===== src/bms_pkg.sv =====
package bms_pkg;

   // request codes
   localparam logic [1:0] REQ_START       = 2'd0;
   localparam logic [1:0] REQ_BYTE        = 2'd1;
   localparam logic [1:0] REQ_PLACEHOLDER = 2'd2;

   // frame kinds
   localparam logic [1:0] KIND_HEADER      = 2'd0;
   localparam logic [1:0] KIND_DATA        = 2'd1;
   localparam logic [1:0] KIND_FINAL       = 2'd2;
   localparam logic [1:0] KIND_PLACEHOLDER = 2'd3;

   // register indexes
   localparam logic CSR_SOURCE_ADDRESS = 1'b0;
   localparam logic CSR_ID_PREFIX      = 1'b1;

   // protocol constants
   localparam int unsigned   BYTES_PER_PACKET = 7;
   localparam logic [10:0]   MAX_LENGTH       = 11'd1785;
   localparam logic [7:0]    CTRL_BAM         = 8'd32;
   localparam logic [7:0]    PAD_BYTE         = 8'hFF;
   localparam logic [15:0]   HDR_GROUP        = 16'hECFF;
   localparam logic [7:0]    SOURCE_RESET     = 8'd118;
   localparam logic [4:0]    PREFIX_RESET     = 5'd24;

   // output queue depth, at least two
   localparam int unsigned   OUT_DEPTH = 4;

   typedef struct packed {
      logic [1:0]  req_type;
      logic [15:0] group_number;
      logic [10:0] total_len;
      logic [7:0]  payload_byte;
   } req_item_type;

   typedef struct packed {
      logic [28:0] frame_id;
      logic [1:0]  frame_kind;
      logic [7:0]  byte_0;
      logic [7:0]  byte_1;
      logic [7:0]  byte_2;
      logic [7:0]  byte_3;
      logic [7:0]  byte_4;
      logic [7:0]  byte_5;
      logic [7:0]  byte_6;
      logic [7:0]  byte_7;
      logic        last_of_run;
   } rsp_item_type;

   // frames produced by one item, pushed into the output queue together
   typedef struct packed {
      logic [1:0]   count;
      rsp_item_type frame_0;
      rsp_item_type frame_1;
   } push_type;

endpackage


===== src/broadcast_multipacket_segmenter.sv =====
// channel    ports                          moves
// request    req_valid / req_ready          one req_data item per transfer
// response   rsp_valid / rsp_ready          one rsp_data frame per transfer
// config     csr_we, csr_index, csr_wdata   register write, no handshake
//
// items are registered on transfer, processed one per cycle while the queue has room
// a start of zero length puts two frames into the output queue, all else one or none
// first frame passes the input register and the output queue before it is offered
// input stalls only when the output queue cannot take two more frames
// reset (synchronous) empties the queue and ends any running message
module broadcast_multipacket_segmenter #(
   parameter int unsigned OUT_DEPTH = bms_pkg::OUT_DEPTH
) (
   input  logic                  clock,
   input  logic                  reset,
   input  logic                  req_valid,
   output logic                  req_ready,
   input  bms_pkg::req_item_type req_data,
   output logic                  rsp_valid,
   input  logic                  rsp_ready,
   output bms_pkg::rsp_item_type rsp_data,
   input  logic                  csr_we,
   input  logic                  csr_index,
   input  logic [7:0]            csr_wdata
);
   import bms_pkg::*;

   logic         held_valid_ff, held_valid_in;
   req_item_type held_item_ff;
   logic [7:0]   source_ff;
   logic [4:0]   prefix_ff;
   logic         room_for_two;
   logic         step;
   push_type     push;

   // input register
   assign step          = held_valid_ff && room_for_two;
   assign req_ready     = !held_valid_ff || room_for_two;
   assign held_valid_in = (req_valid && req_ready) || (held_valid_ff && !step);

   always_ff @(posedge clock) begin
      if (reset) begin
         held_valid_ff <= 1'b0;
      end else begin
         held_valid_ff <= held_valid_in;
      end
   end

   always_ff @(posedge clock) begin
      if (req_valid && req_ready) begin
         held_item_ff <= req_data;
      end
   end

   // configuration registers
   always_ff @(posedge clock) begin
      if (reset) begin
         source_ff <= SOURCE_RESET;
         prefix_ff <= PREFIX_RESET;
      end else if (csr_we) begin
         unique case (csr_index)
            CSR_SOURCE_ADDRESS: source_ff <= csr_wdata;
            CSR_ID_PREFIX:      prefix_ff <= csr_wdata[4:0];
            default: begin
            end
         endcase
      end
   end

   bms_frame_build u_build (
      .clock          (clock),
      .reset          (reset),
      .step           (step),
      .item           (held_item_ff),
      .source_address (source_ff),
      .id_prefix      (prefix_ff),
      .push           (push)
   );

   bms_out_fifo #(
      .DEPTH (OUT_DEPTH)
   ) u_fifo (
      .clock        (clock),
      .reset        (reset),
      .push         (push),
      .room_for_two (room_for_two),
      .rsp_valid    (rsp_valid),
      .rsp_ready    (rsp_ready),
      .rsp_data     (rsp_data)
   );

endmodule


===== src/bms_frame_build.sv =====
module bms_frame_build (
   input  logic                  clock,
   input  logic                  reset,
   input  logic                  step,
   input  bms_pkg::req_item_type item,
   input  logic [7:0]            source_address,
   input  logic [4:0]            id_prefix,
   output bms_pkg::push_type     push
);
   import bms_pkg::*;

   logic        active_ff, active_in;
   logic [15:0] group_ff, group_in;
   logic [10:0] expected_ff, expected_in;
   logic [10:0] taken_ff, taken_in;
   logic [7:0]  sequence_ff, sequence_in;
   logic [2:0]  fill_ff, fill_in;
   logic [7:0]  gather_ff [BYTES_PER_PACKET];

   logic [10:0] clamp_len;
   logic [24:0] count_prod;
   logic [7:0]  packets;
   logic [10:0] taken_inc;
   logic [2:0]  fill_inc;
   logic        final_frame;
   logic [7:0]  data_bytes [BYTES_PER_PACKET];
   rsp_item_type header_frame;
   rsp_item_type pad_frame;
   rsp_item_type data_frame;
   rsp_item_type hold_frame;

   // length clamp and packet count: ceil(len / 7) via reciprocal 9363 / 2^16
   assign clamp_len  = (item.total_len > MAX_LENGTH) ? MAX_LENGTH : item.total_len;
   assign count_prod = (25'(clamp_len) + 25'd6) * 25'd9363;
   assign packets    = count_prod[23:16];

   assign taken_inc   = taken_ff + 11'd1;
   assign fill_inc    = fill_ff + 3'd1;
   assign final_frame = (taken_inc >= expected_ff);

   // gathered bytes with the arriving byte bypassed in
   always_comb begin
      for (int i = 0; i < BYTES_PER_PACKET; i++) begin
         if (3'(i) == fill_ff) begin
            data_bytes[i] = item.payload_byte;
         end else if (3'(i) < fill_ff) begin
            data_bytes[i] = gather_ff[i];
         end else begin
            data_bytes[i] = PAD_BYTE;
         end
      end
   end

   // frame templates
   always_comb begin
      header_frame.frame_id    = {id_prefix, HDR_GROUP, source_address};
      header_frame.frame_kind  = KIND_HEADER;
      header_frame.byte_0      = CTRL_BAM;
      header_frame.byte_1      = clamp_len[7:0];
      header_frame.byte_2      = {5'd0, clamp_len[10:8]};
      header_frame.byte_3      = packets;
      header_frame.byte_4      = item.group_number[7:0];
      header_frame.byte_5      = item.group_number[15:8];
      header_frame.byte_6      = 8'd0;
      header_frame.byte_7      = 8'd0;
      header_frame.last_of_run = (clamp_len != 11'd0);

      pad_frame.frame_id    = {id_prefix, item.group_number, source_address};
      pad_frame.frame_kind  = KIND_FINAL;
      pad_frame.byte_0      = 8'd1;
      pad_frame.byte_1      = PAD_BYTE;
      pad_frame.byte_2      = PAD_BYTE;
      pad_frame.byte_3      = PAD_BYTE;
      pad_frame.byte_4      = PAD_BYTE;
      pad_frame.byte_5      = PAD_BYTE;
      pad_frame.byte_6      = PAD_BYTE;
      pad_frame.byte_7      = PAD_BYTE;
      pad_frame.last_of_run = 1'b1;

      hold_frame            = pad_frame;
      hold_frame.frame_kind = KIND_PLACEHOLDER;
      hold_frame.byte_0     = PAD_BYTE;

      data_frame.frame_id    = {id_prefix, group_ff, source_address};
      data_frame.frame_kind  = final_frame ? KIND_FINAL : KIND_DATA;
      data_frame.byte_0      = sequence_ff;
      data_frame.byte_1      = data_bytes[0];
      data_frame.byte_2      = data_bytes[1];
      data_frame.byte_3      = data_bytes[2];
      data_frame.byte_4      = data_bytes[3];
      data_frame.byte_5      = data_bytes[4];
      data_frame.byte_6      = data_bytes[5];
      data_frame.byte_7      = data_bytes[6];
      data_frame.last_of_run = 1'b1;
   end

   // per-item transfer control
   always_comb begin
      active_in     = active_ff;
      group_in      = group_ff;
      expected_in   = expected_ff;
      taken_in      = taken_ff;
      sequence_in   = sequence_ff;
      fill_in       = fill_ff;
      push.count    = 2'd0;
      push.frame_0  = header_frame;
      push.frame_1  = pad_frame;
      if (step) begin
         case (item.req_type)
            REQ_START: begin
               group_in    = item.group_number;
               expected_in = clamp_len;
               taken_in    = 11'd0;
               sequence_in = 8'd1;
               fill_in     = 3'd0;
               active_in   = (clamp_len != 11'd0);
               push.count  = (clamp_len == 11'd0) ? 2'd2 : 2'd1;
            end
            REQ_BYTE: begin
               if (active_ff) begin
                  taken_in = taken_inc;
                  fill_in  = fill_inc;
                  if ((fill_inc == 3'(BYTES_PER_PACKET)) || final_frame) begin
                     push.count   = 2'd1;
                     push.frame_0 = data_frame;
                     sequence_in  = sequence_ff + 8'd1;
                     fill_in      = 3'd0;
                     if (final_frame) begin
                        active_in = 1'b0;
                     end
                  end
               end
            end
            REQ_PLACEHOLDER: begin
               push.count   = 2'd1;
               push.frame_0 = hold_frame;
               active_in    = 1'b0;
               fill_in      = 3'd0;
            end
            default: begin
            end
         endcase
      end
   end

   // transfer state
   always_ff @(posedge clock) begin
      if (reset) begin
         active_ff   <= 1'b0;
         group_ff    <= 16'd0;
         expected_ff <= 11'd0;
         taken_ff    <= 11'd0;
         sequence_ff <= 8'd1;
         fill_ff     <= 3'd0;
      end else begin
         active_ff   <= active_in;
         group_ff    <= group_in;
         expected_ff <= expected_in;
         taken_ff    <= taken_in;
         sequence_ff <= sequence_in;
         fill_ff     <= fill_in;
      end
   end

   // gather buffer, written at the fill position
   always_ff @(posedge clock) begin
      if (step && (item.req_type == REQ_BYTE) && active_ff) begin
         gather_ff[fill_ff] <= item.payload_byte;
      end
   end

endmodule


===== src/bms_out_fifo.sv =====
module bms_out_fifo #(
   parameter int unsigned DEPTH = bms_pkg::OUT_DEPTH
) (
   input  logic                  clock,
   input  logic                  reset,
   input  bms_pkg::push_type     push,
   output logic                  room_for_two,
   output logic                  rsp_valid,
   input  logic                  rsp_ready,
   output bms_pkg::rsp_item_type rsp_data
);
   import bms_pkg::*;

   localparam int unsigned PW = (DEPTH > 1) ? $clog2(DEPTH) : 1;
   localparam int unsigned CW = $clog2(DEPTH + 1);
   localparam logic [PW-1:0] LAST_PTR = PW'(DEPTH - 1);

   rsp_item_type    entry_ff [DEPTH];
   logic [PW-1:0]   wr_ptr_ff, wr_ptr_in;
   logic [PW-1:0]   rd_ptr_ff, rd_ptr_in;
   logic [CW-1:0]   count_ff, count_in;
   logic [PW-1:0]   wr_ptr_p1, wr_ptr_p2;
   logic            pop;

   assign wr_ptr_p1 = (wr_ptr_ff == LAST_PTR) ? '0 : wr_ptr_ff + PW'(1);
   assign wr_ptr_p2 = (wr_ptr_p1 == LAST_PTR) ? '0 : wr_ptr_p1 + PW'(1);

   assign rsp_valid    = (count_ff != '0);
   assign rsp_data     = entry_ff[rd_ptr_ff];
   assign pop          = rsp_valid && rsp_ready;
   assign room_for_two = (count_ff <= CW'(DEPTH - 2));

   // pointer and occupancy update
   always_comb begin
      rd_ptr_in = rd_ptr_ff;
      if (pop) begin
         rd_ptr_in = (rd_ptr_ff == LAST_PTR) ? '0 : rd_ptr_ff + PW'(1);
      end
      case (push.count)
         2'd1:    wr_ptr_in = wr_ptr_p1;
         2'd2:    wr_ptr_in = wr_ptr_p2;
         default: wr_ptr_in = wr_ptr_ff;
      endcase
      count_in = count_ff + CW'(push.count) - CW'(pop);
   end

   always_ff @(posedge clock) begin
      if (reset) begin
         wr_ptr_ff <= '0;
         rd_ptr_ff <= '0;
         count_ff  <= '0;
      end else begin
         wr_ptr_ff <= wr_ptr_in;
         rd_ptr_ff <= rd_ptr_in;
         count_ff  <= count_in;
      end
   end

   // frame storage
   always_ff @(posedge clock) begin
      if (push.count != 2'd0) begin
         entry_ff[wr_ptr_ff] <= push.frame_0;
      end
      if (push.count == 2'd2) begin
         entry_ff[wr_ptr_p1] <= push.frame_1;
      end
   end

endmodule


===== config.mk =====
export PLATFORM = sky130hd
export DESIGN_NAME = broadcast_multipacket_segmenter
export DESIGN_NICKNAME = d
export VERILOG_FILES = /design/src/bms_pkg.sv /design/src/broadcast_multipacket_segmenter.sv /design/src/bms_frame_build.sv /design/src/bms_out_fifo.sv
export SDC_FILE = /design/constraint.sdc
export NUM_CORES = 1
export LEC_CHECK = 0
export ABC_CLOCK_PERIOD_IN_PS = 10700
export BUFFER_PORTS_ARGS = -buffer_cell sky130_fd_sc_hd__buf_4
export CAP_MARGIN = 20
export CORE_MARGIN = 4
export CORE_UTILIZATION = 56
export CTS_CLUSTER_DIAMETER = 30
export DETAILED_ROUTE_END_ITERATION = 8
export PLACE_DENSITY = 0.77
export SYNTH_ARGS = -nofsm -noshare
export SYNTH_HDL_FRONTEND = slang
export SYNTH_HIERARCHICAL = 1
export SYNTH_SLANG_ARGS = --single-unit

===== constraint.sdc =====
create_clock -name clock -period 10.7 [get_ports clock]
set_input_delay 0.535 -clock clock [delete_from_list [all_inputs] [get_ports clock]]
set_output_delay 0.535 -clock clock [all_outputs]
set_load 0.01 [all_outputs]

== Yosys cells after proc, flatten, opt, wreduce, memory -nomap -nowiden ==
Memories as Yosys holds them, arrays and structs flattened. A register that Yosys moved wholly into a read port is not among the register bits.
Cells that the tools add are included.

* Bits in registers: 108
* Bits in latches: 0
* RAM bits: 440
* Bits in read-only memories: 0
* Bits of input ports: 51
* Output and inout port bits: 98
* Word-level logic and storage cells: 130
* Memories: 2

{| class="wikitable"
|+ Memory list
! memory !! words !! width !! read ports !! clocked after Yosys merged registers in !! write ports !! line !! RTL
|-
| u_fifo.entry_ff || 4 || 96 || 1 || 1 || 2 || bms_out_fifo.sv:18 || <nowiki>rsp_item_type entry_ff [DEPTH];</nowiki>
|-
| u_build.gather_ff || 7 || 8 || 7 || 0 || 1 || bms_frame_build.sv:18 || <nowiki>logic [7:0] gather_ff [BYTES_PER_PACKET];</nowiki>
|}

* $add $sub $neg: 9
* $mul: 1
* Divide/modulo/power cells: 0
* Magnitude comparators: 10
* Equal/unequal tests: 16
* Shift operators: 0
* Multiplexer cells: 46
* Bitwise gates (word level): 1
* Reduce and logical (&&, ||, !) cells: 29

{| class="wikitable"
|+ Operator list
! operator !! count
|-
| 98-bit two-way mux || 2
|-
| 96-bit case mux with 2 select lines || 1
|-
| 8-bit two-way mux || 16
|-
| 97-bit two-way mux || 1
|-
| 25-bit by 14-bit multiplier with 24-bit output (second input constant) || 1
|-
| 11-bit two-way mux || 2
|-
| 11-bit case mux with 2 select lines || 1
|-
| 8-bit case mux with 2 select lines || 1
|-
| 2-bit two-way mux || 7
|-
| 11-bit by 3-bit adder with 12-bit output (second input constant) || 1
|-
| 11-bit by 1-bit adder with 11-bit output (second input constant) || 1
|-
| 11-bit greater-or-equal comparator || 1
|-
| 11-bit greater-than comparator (second input constant) || 1
|-
| 11-bit zero test || 1
|-
| 11-bit nonzero test || 1
|-
| 2-bit == test (second input constant) || 5
|-
| 3-bit == test (first input constant) || 3
|-
| 3-bit less-than comparator (first input constant) || 3
|-
| 1-bit two-way mux || 9
|-
| 8-bit by 1-bit adder with 8-bit output (second input constant) || 1
|-
| 2-bit AND reduction || 4
|-
| 2-bit nonzero test || 4
|-
| 2-bit by 1-bit adder with 2-bit output (second input constant) || 3
|-
| 2-bit by 3-bit == test with 1-bit output (first input constant) || 2
|-
| other kinds (25) || 40
|}

== Depth between registers and ports, before layout ==
* Word-level depth: 11
* Mapped depth: 27
* Mapped depth without buffers: 27

== Modules after synthesis ==
The synthesis kept the hierarchy.

{| class="wikitable"
|+ By module, submodules not included
! module !! times used !! cells each !! area each (µm²) !! seq. area each (µm²)
|-
| bms_out_fifo || 1 || 996 || 19084.6 || 11711.2
|-
| bms_frame_build || 1 || 1143 || 9390.3 || 2682.6
|-
| broadcast_multipacket_segmenter || 1 || 99 || 1719.1 || 1391.3
|}

== Least setup slack after synthesis ==
OpenSTA, ideal clock, no wires.

* Kind: register to register
* Start: register u_build.taken_ff[0]
* End: memory u_fifo/entry_ff[1][0] (netlist bit) (enable)
* Setup time: 0.683 ns
* Data arrival time: 9.637 ns
* Required time: 10.017 ns
* Slack: 0.380 ns
* Stages on the path, launching flop included: 15
* Buffers on the path: 0
* Period minus slack after synthesis: 10.320 ns
* Cell sequence: dfxtp_1 -> ha_1 -> and3_1 -> and3_1 -> and3_1 -> nand3_1 -> xnor2_1 -> ha_1 -> o211ai_1 -> o211ai_1 -> nand3_1 -> a21oi_1 -> inv_1 -> ha_1 -> o21ai_0

{| class="wikitable"
|+ RTL lines
! element !! line !! RTL
|-
| start, declared || bms_frame_build.sv:15 || <nowiki>logic [10:0] taken_ff, taken_in;</nowiki>
|-
| start signal, assigned || bms_frame_build.sv:159 || <nowiki>taken_ff <= taken_in;</nowiki>
|-
| end, declared || bms_out_fifo.sv:18 ||
|}

==> reports/qor.csv <==
stage,metric,value,unit
power,total chip power,8.15,mW
final_layout,final non-filler cell total,3127,
timing,hold violation count in the final report,0,
hold_path,worst min path class,input port to register,
cts,cts bufs inserted,108,
timing,Slew Limit Fails,0,
die,IO Pins,149,
die,FP Rows,84,
setup_path,"Max FO, Critical Path",7,
place,"Cell Area, Placed",31100,um^2
power,Leak,12.8,nW
final_layout,fin nets,2528,
power,Sw Ratio,0.292,
die,Die Y,240,um
detailed_routing,drt first pass iters,5,
cts,PostCTS Resize Cnt,0,
setup_path,Required @ worst endpoint,11.10,ns
final_layout,"commonest non-fill, non-tap cells in the layout","edfxtp_1 (477), mux2_2 (366), buf_4 (169)",
timing,Tcrit/Tclk final,0.669,
detailed_routing,detailed-route vias per instance,6.12,
synthesis,"Top FF cell, synth",edfxtp_1,
power,Flop pwr share,0.320,
setup_path,crit-path cells,"and3_4, nor3b_2, o21ai_1, nand2_1, ha_1, inv_1, nand3_1, a21oi_1, ha_1, inv_1, fa_1, fa_1, fa_1, fa_1, inv_1, ha_1, a21oi_1, inv_1, a2111oi_4, nor3_1, a211oi_2, o32ai_1, a221o_1, mux2_2",
timing,final setup TNS,0,ns
cts,clock root cell,clkbuf_16,
timing,Relative slew margins,0.270,
final_layout,Final Cell Area,34900,um^2
detailed_routing,average wire per standard cell,23.7,um
cts,clock buffer depth,3,
power,clock share of power,0.414,
power,pwr/cell area,234,nW/um^2
grt,initial antenna violation count,0,
grt,GRT overflow,0,
setup_path,Crit Path Class,register to register,
synthesis,"Seq/Total Area, Yosys",0.523,
cts,CTS Hold Bufs,0,
detailed_routing,post-route ant nets,0,
synthesis,Post-synth EDFFs,477,
timing,final setup margin,3.54,ns
timing,hold_ws,0.0615,ns
die,Initial Util,0.570,
power,Power Internal,5.77,mW
detailed_routing,drt total wl,74.0,mm
final_layout,post-layout util,0.659,
place,DP HPWL,43.8,mm
synthesis,Cells after Synth,2238,
synthesis,#FFs+latches synth,550,
setup_path,crit end category,register,
die,Die X,240,um
cts,CTS Sinks,550,
grt,GRT Overall Usage,0.256,
flow_run,Max Cap Violations,0,
timing,Final min period,7.16,ns
place,GPL Wtd Cong,0.885,
final_layout,Area Overhead vs Synth,15.6,%
final_layout,"most common cell after layout, fill and taps aside",edfxtp_1,
setup_path,CP startpoint kind,register,
power,Logic pwr share,0.266,
final_layout,antenna cells,0,
synthesis,"FFs w/ async S/R, synth",0,
final_layout,filler cell count,3693,
power,Net Switching,2.38,mW
grt,vias in the first global route,19800,
timing,Worst-Margin Slew,1.10,ns
timing,unrepaired setup endpoints after global routing,false,
setup_path,Reg2Reg Setup Slack,3.54,ns
cts,CTS tree,built,
grt,first-pass GRT wire length,114,mm
place,placed instance count,2921,
timing,Clock Skew,0.0339,ns
timing,final setup vio count,0,
cts,Clock Pin Slew Worst Setup and Hold Paths,0.05,ns
outcome,status,"finished, final reports clean",
place,pre-CTS WS,3.58,ns
final_layout,layout cells sized above 1,0.356,
synthesis,Ys Warns,6,
detailed_routing,via count,19100,
power,Peak VDD IR,0.146,mV
setup_path,arrival time at the worst endpoint,7.56,ns
synthesis,synthesized cell area,30200,um^2
synthesis,"Distinct cells, synth",75,
die,core area,53000,um^2
detailed_routing,Residual DRC,0,
grt,pin count of the biggest net entering global routing,76,
cts,Post-CTS Setup Bufs,0,
cts,Worst-Skew Late Latency,0.66,ns
detailed_routing,Iteration-0 DRC Markers,1846,
setup_path,Crit-path slowest cell,fa_1,
place,Port Buffers,148,
die,die area,57700,um^2
cts,H-tree levels,3,
timing,f_max,0.140,GHz
synthesis,syn avg cell area,13.5,um^2
setup_path,"slowest stage delay, CP",0.54,ns
kinds of logic (layout without fill, tap and decap cells):
kind of cell | Yosys count | count (layout) | synth area share
flip-flops | 550 | 550 | 0.523
AO/OA/AOI/OAI | 340 | 340 | 0.0697
adder cells (fa/ha/maj) | 131 | 131 | 0.0600
other | 2 | 70 | 0.000249
buffers and inverters | 338 | 471 | 0.0623
XOR/XNOR | 27 | 27 | 0.00783
multiplexers | 493 | 493 | 0.221
AND/OR/NAND/NOR | 357 | 357 | 0.0557
state kept, by name (all words and copies together), names as in the netlist, named ones only:
register,count
held_item_ff,37
held_valid_ff,1
prefix_ff,5
source_ff,8
u_build/active_ff,1
u_build/expected_ff,11
u_build/fill_ff,3
u_build/gather_ff,56
u_build/group_ff,16
u_build/sequence_ff,8
u_build/taken_ff,11
u_fifo/count_ff,3
u_fifo/entry_ff,384
u_fifo/rd_ptr_ff,2
u_fifo/wr_ptr_ff,2
cell type report:
cell class	instances	area, um^2	area share
Clock buffer	125	2870	0.0822
Clock inverter	78	861	0.0247
Inverter	95	357	0.0102
Multi-Input combinational cell	1418	12800	0.368
Sequential cell	550	15800	0.452
Tap cell	688	861	0.0247
Timing Repair Buffer	173	1330	0.0381
worst max-delay path, delay by kind of cell (launching register included):
kind	cells	cell delay, ns
buffers and inverters	4	0.35
and+or+nand+nor	5	0.86
adders and majority gates	7	2.86
DFF	1	0.50
muxes	1	0.28
AOI/OAI and AO/OA	7	2.08
layer usage:
| layer | up-vias | share of wire | global-route usage |
|---|---|---|---|
| li1 | 8559 | - | - |
| met1 | 9517 | 0.40 | 0.332 |
| met2 | 897 | 0.50 | 0.437 |
| met3 | 149 | 0.069 | 0.0382 |
| met4 | 0 | 0.031 | 0.103 |
| met5 | - | 0 | 0 |
power by group through the flow:
stage | clock (mW) | combinational, mW | sequential, mW
after global routing | 3.52 | 2.39 | 2.62
after floorplan | 0 | 1.61 | 2.58
after detailed placement | 0 | 2.11 | 2.65
final | 3.37 | 2.17 | 2.61
after global placement | 0 | 2.06 | 2.65
after CTS | 3.41 | 2.16 | 2.61
final timing paths:
path                                     startpoint                      to  cells past startpoint
worst max-delay path               held_item_ff[12]  u_fifo/entry_ff[2][37]                     24
worst min-delay path                   req_data[29]        held_item_ff[29]                      1
worst max register to register     held_item_ff[12]  u_fifo/entry_ff[2][37]                     24
worst min register to register  u_build/group_ff[2]     u_build/group_ff[2]                      2
Yosys cell counts (9+ instances only):
master | number | area (um^2)
a211oi_1 | 10 | 75.1
a21oi_1 | 126 | 631
a22oi_1 | 17 | 128
and3_1 | 14 | 87.6
buf_1 | 9 | 33.8
buf_2 | 49 | 245
buf_4 | 121 | 908
buf_6 | 13 | 146
clkbuf_1 | 51 | 191
dfxtp_1 | 73 | 1460
edfxtp_1 | 477 | 14300
fa_1 | 23 | 460
ha_1 | 108 | 1350
inv_1 | 93 | 349
mux2_2 | 366 | 4120
mux2_4 | 18 | 270
mux2i_1 | 13 | 130
mux4_2 | 96 | 2160
nand2_1 | 108 | 405
nand2b_1 | 14 | 87.6
nand3_1 | 13 | 65.1
nor2_1 | 121 | 454
nor2b_1 | 10 | 62.6
nor3_1 | 34 | 170
o21ai_0 | 85 | 425
o22ai_1 | 14 | 87.6
o2bb2ai_1 | 16 | 140
xnor2_1 | 11 | 96.3
xor2_1 | 16 | 140
(Power assumes the default switching activity.)
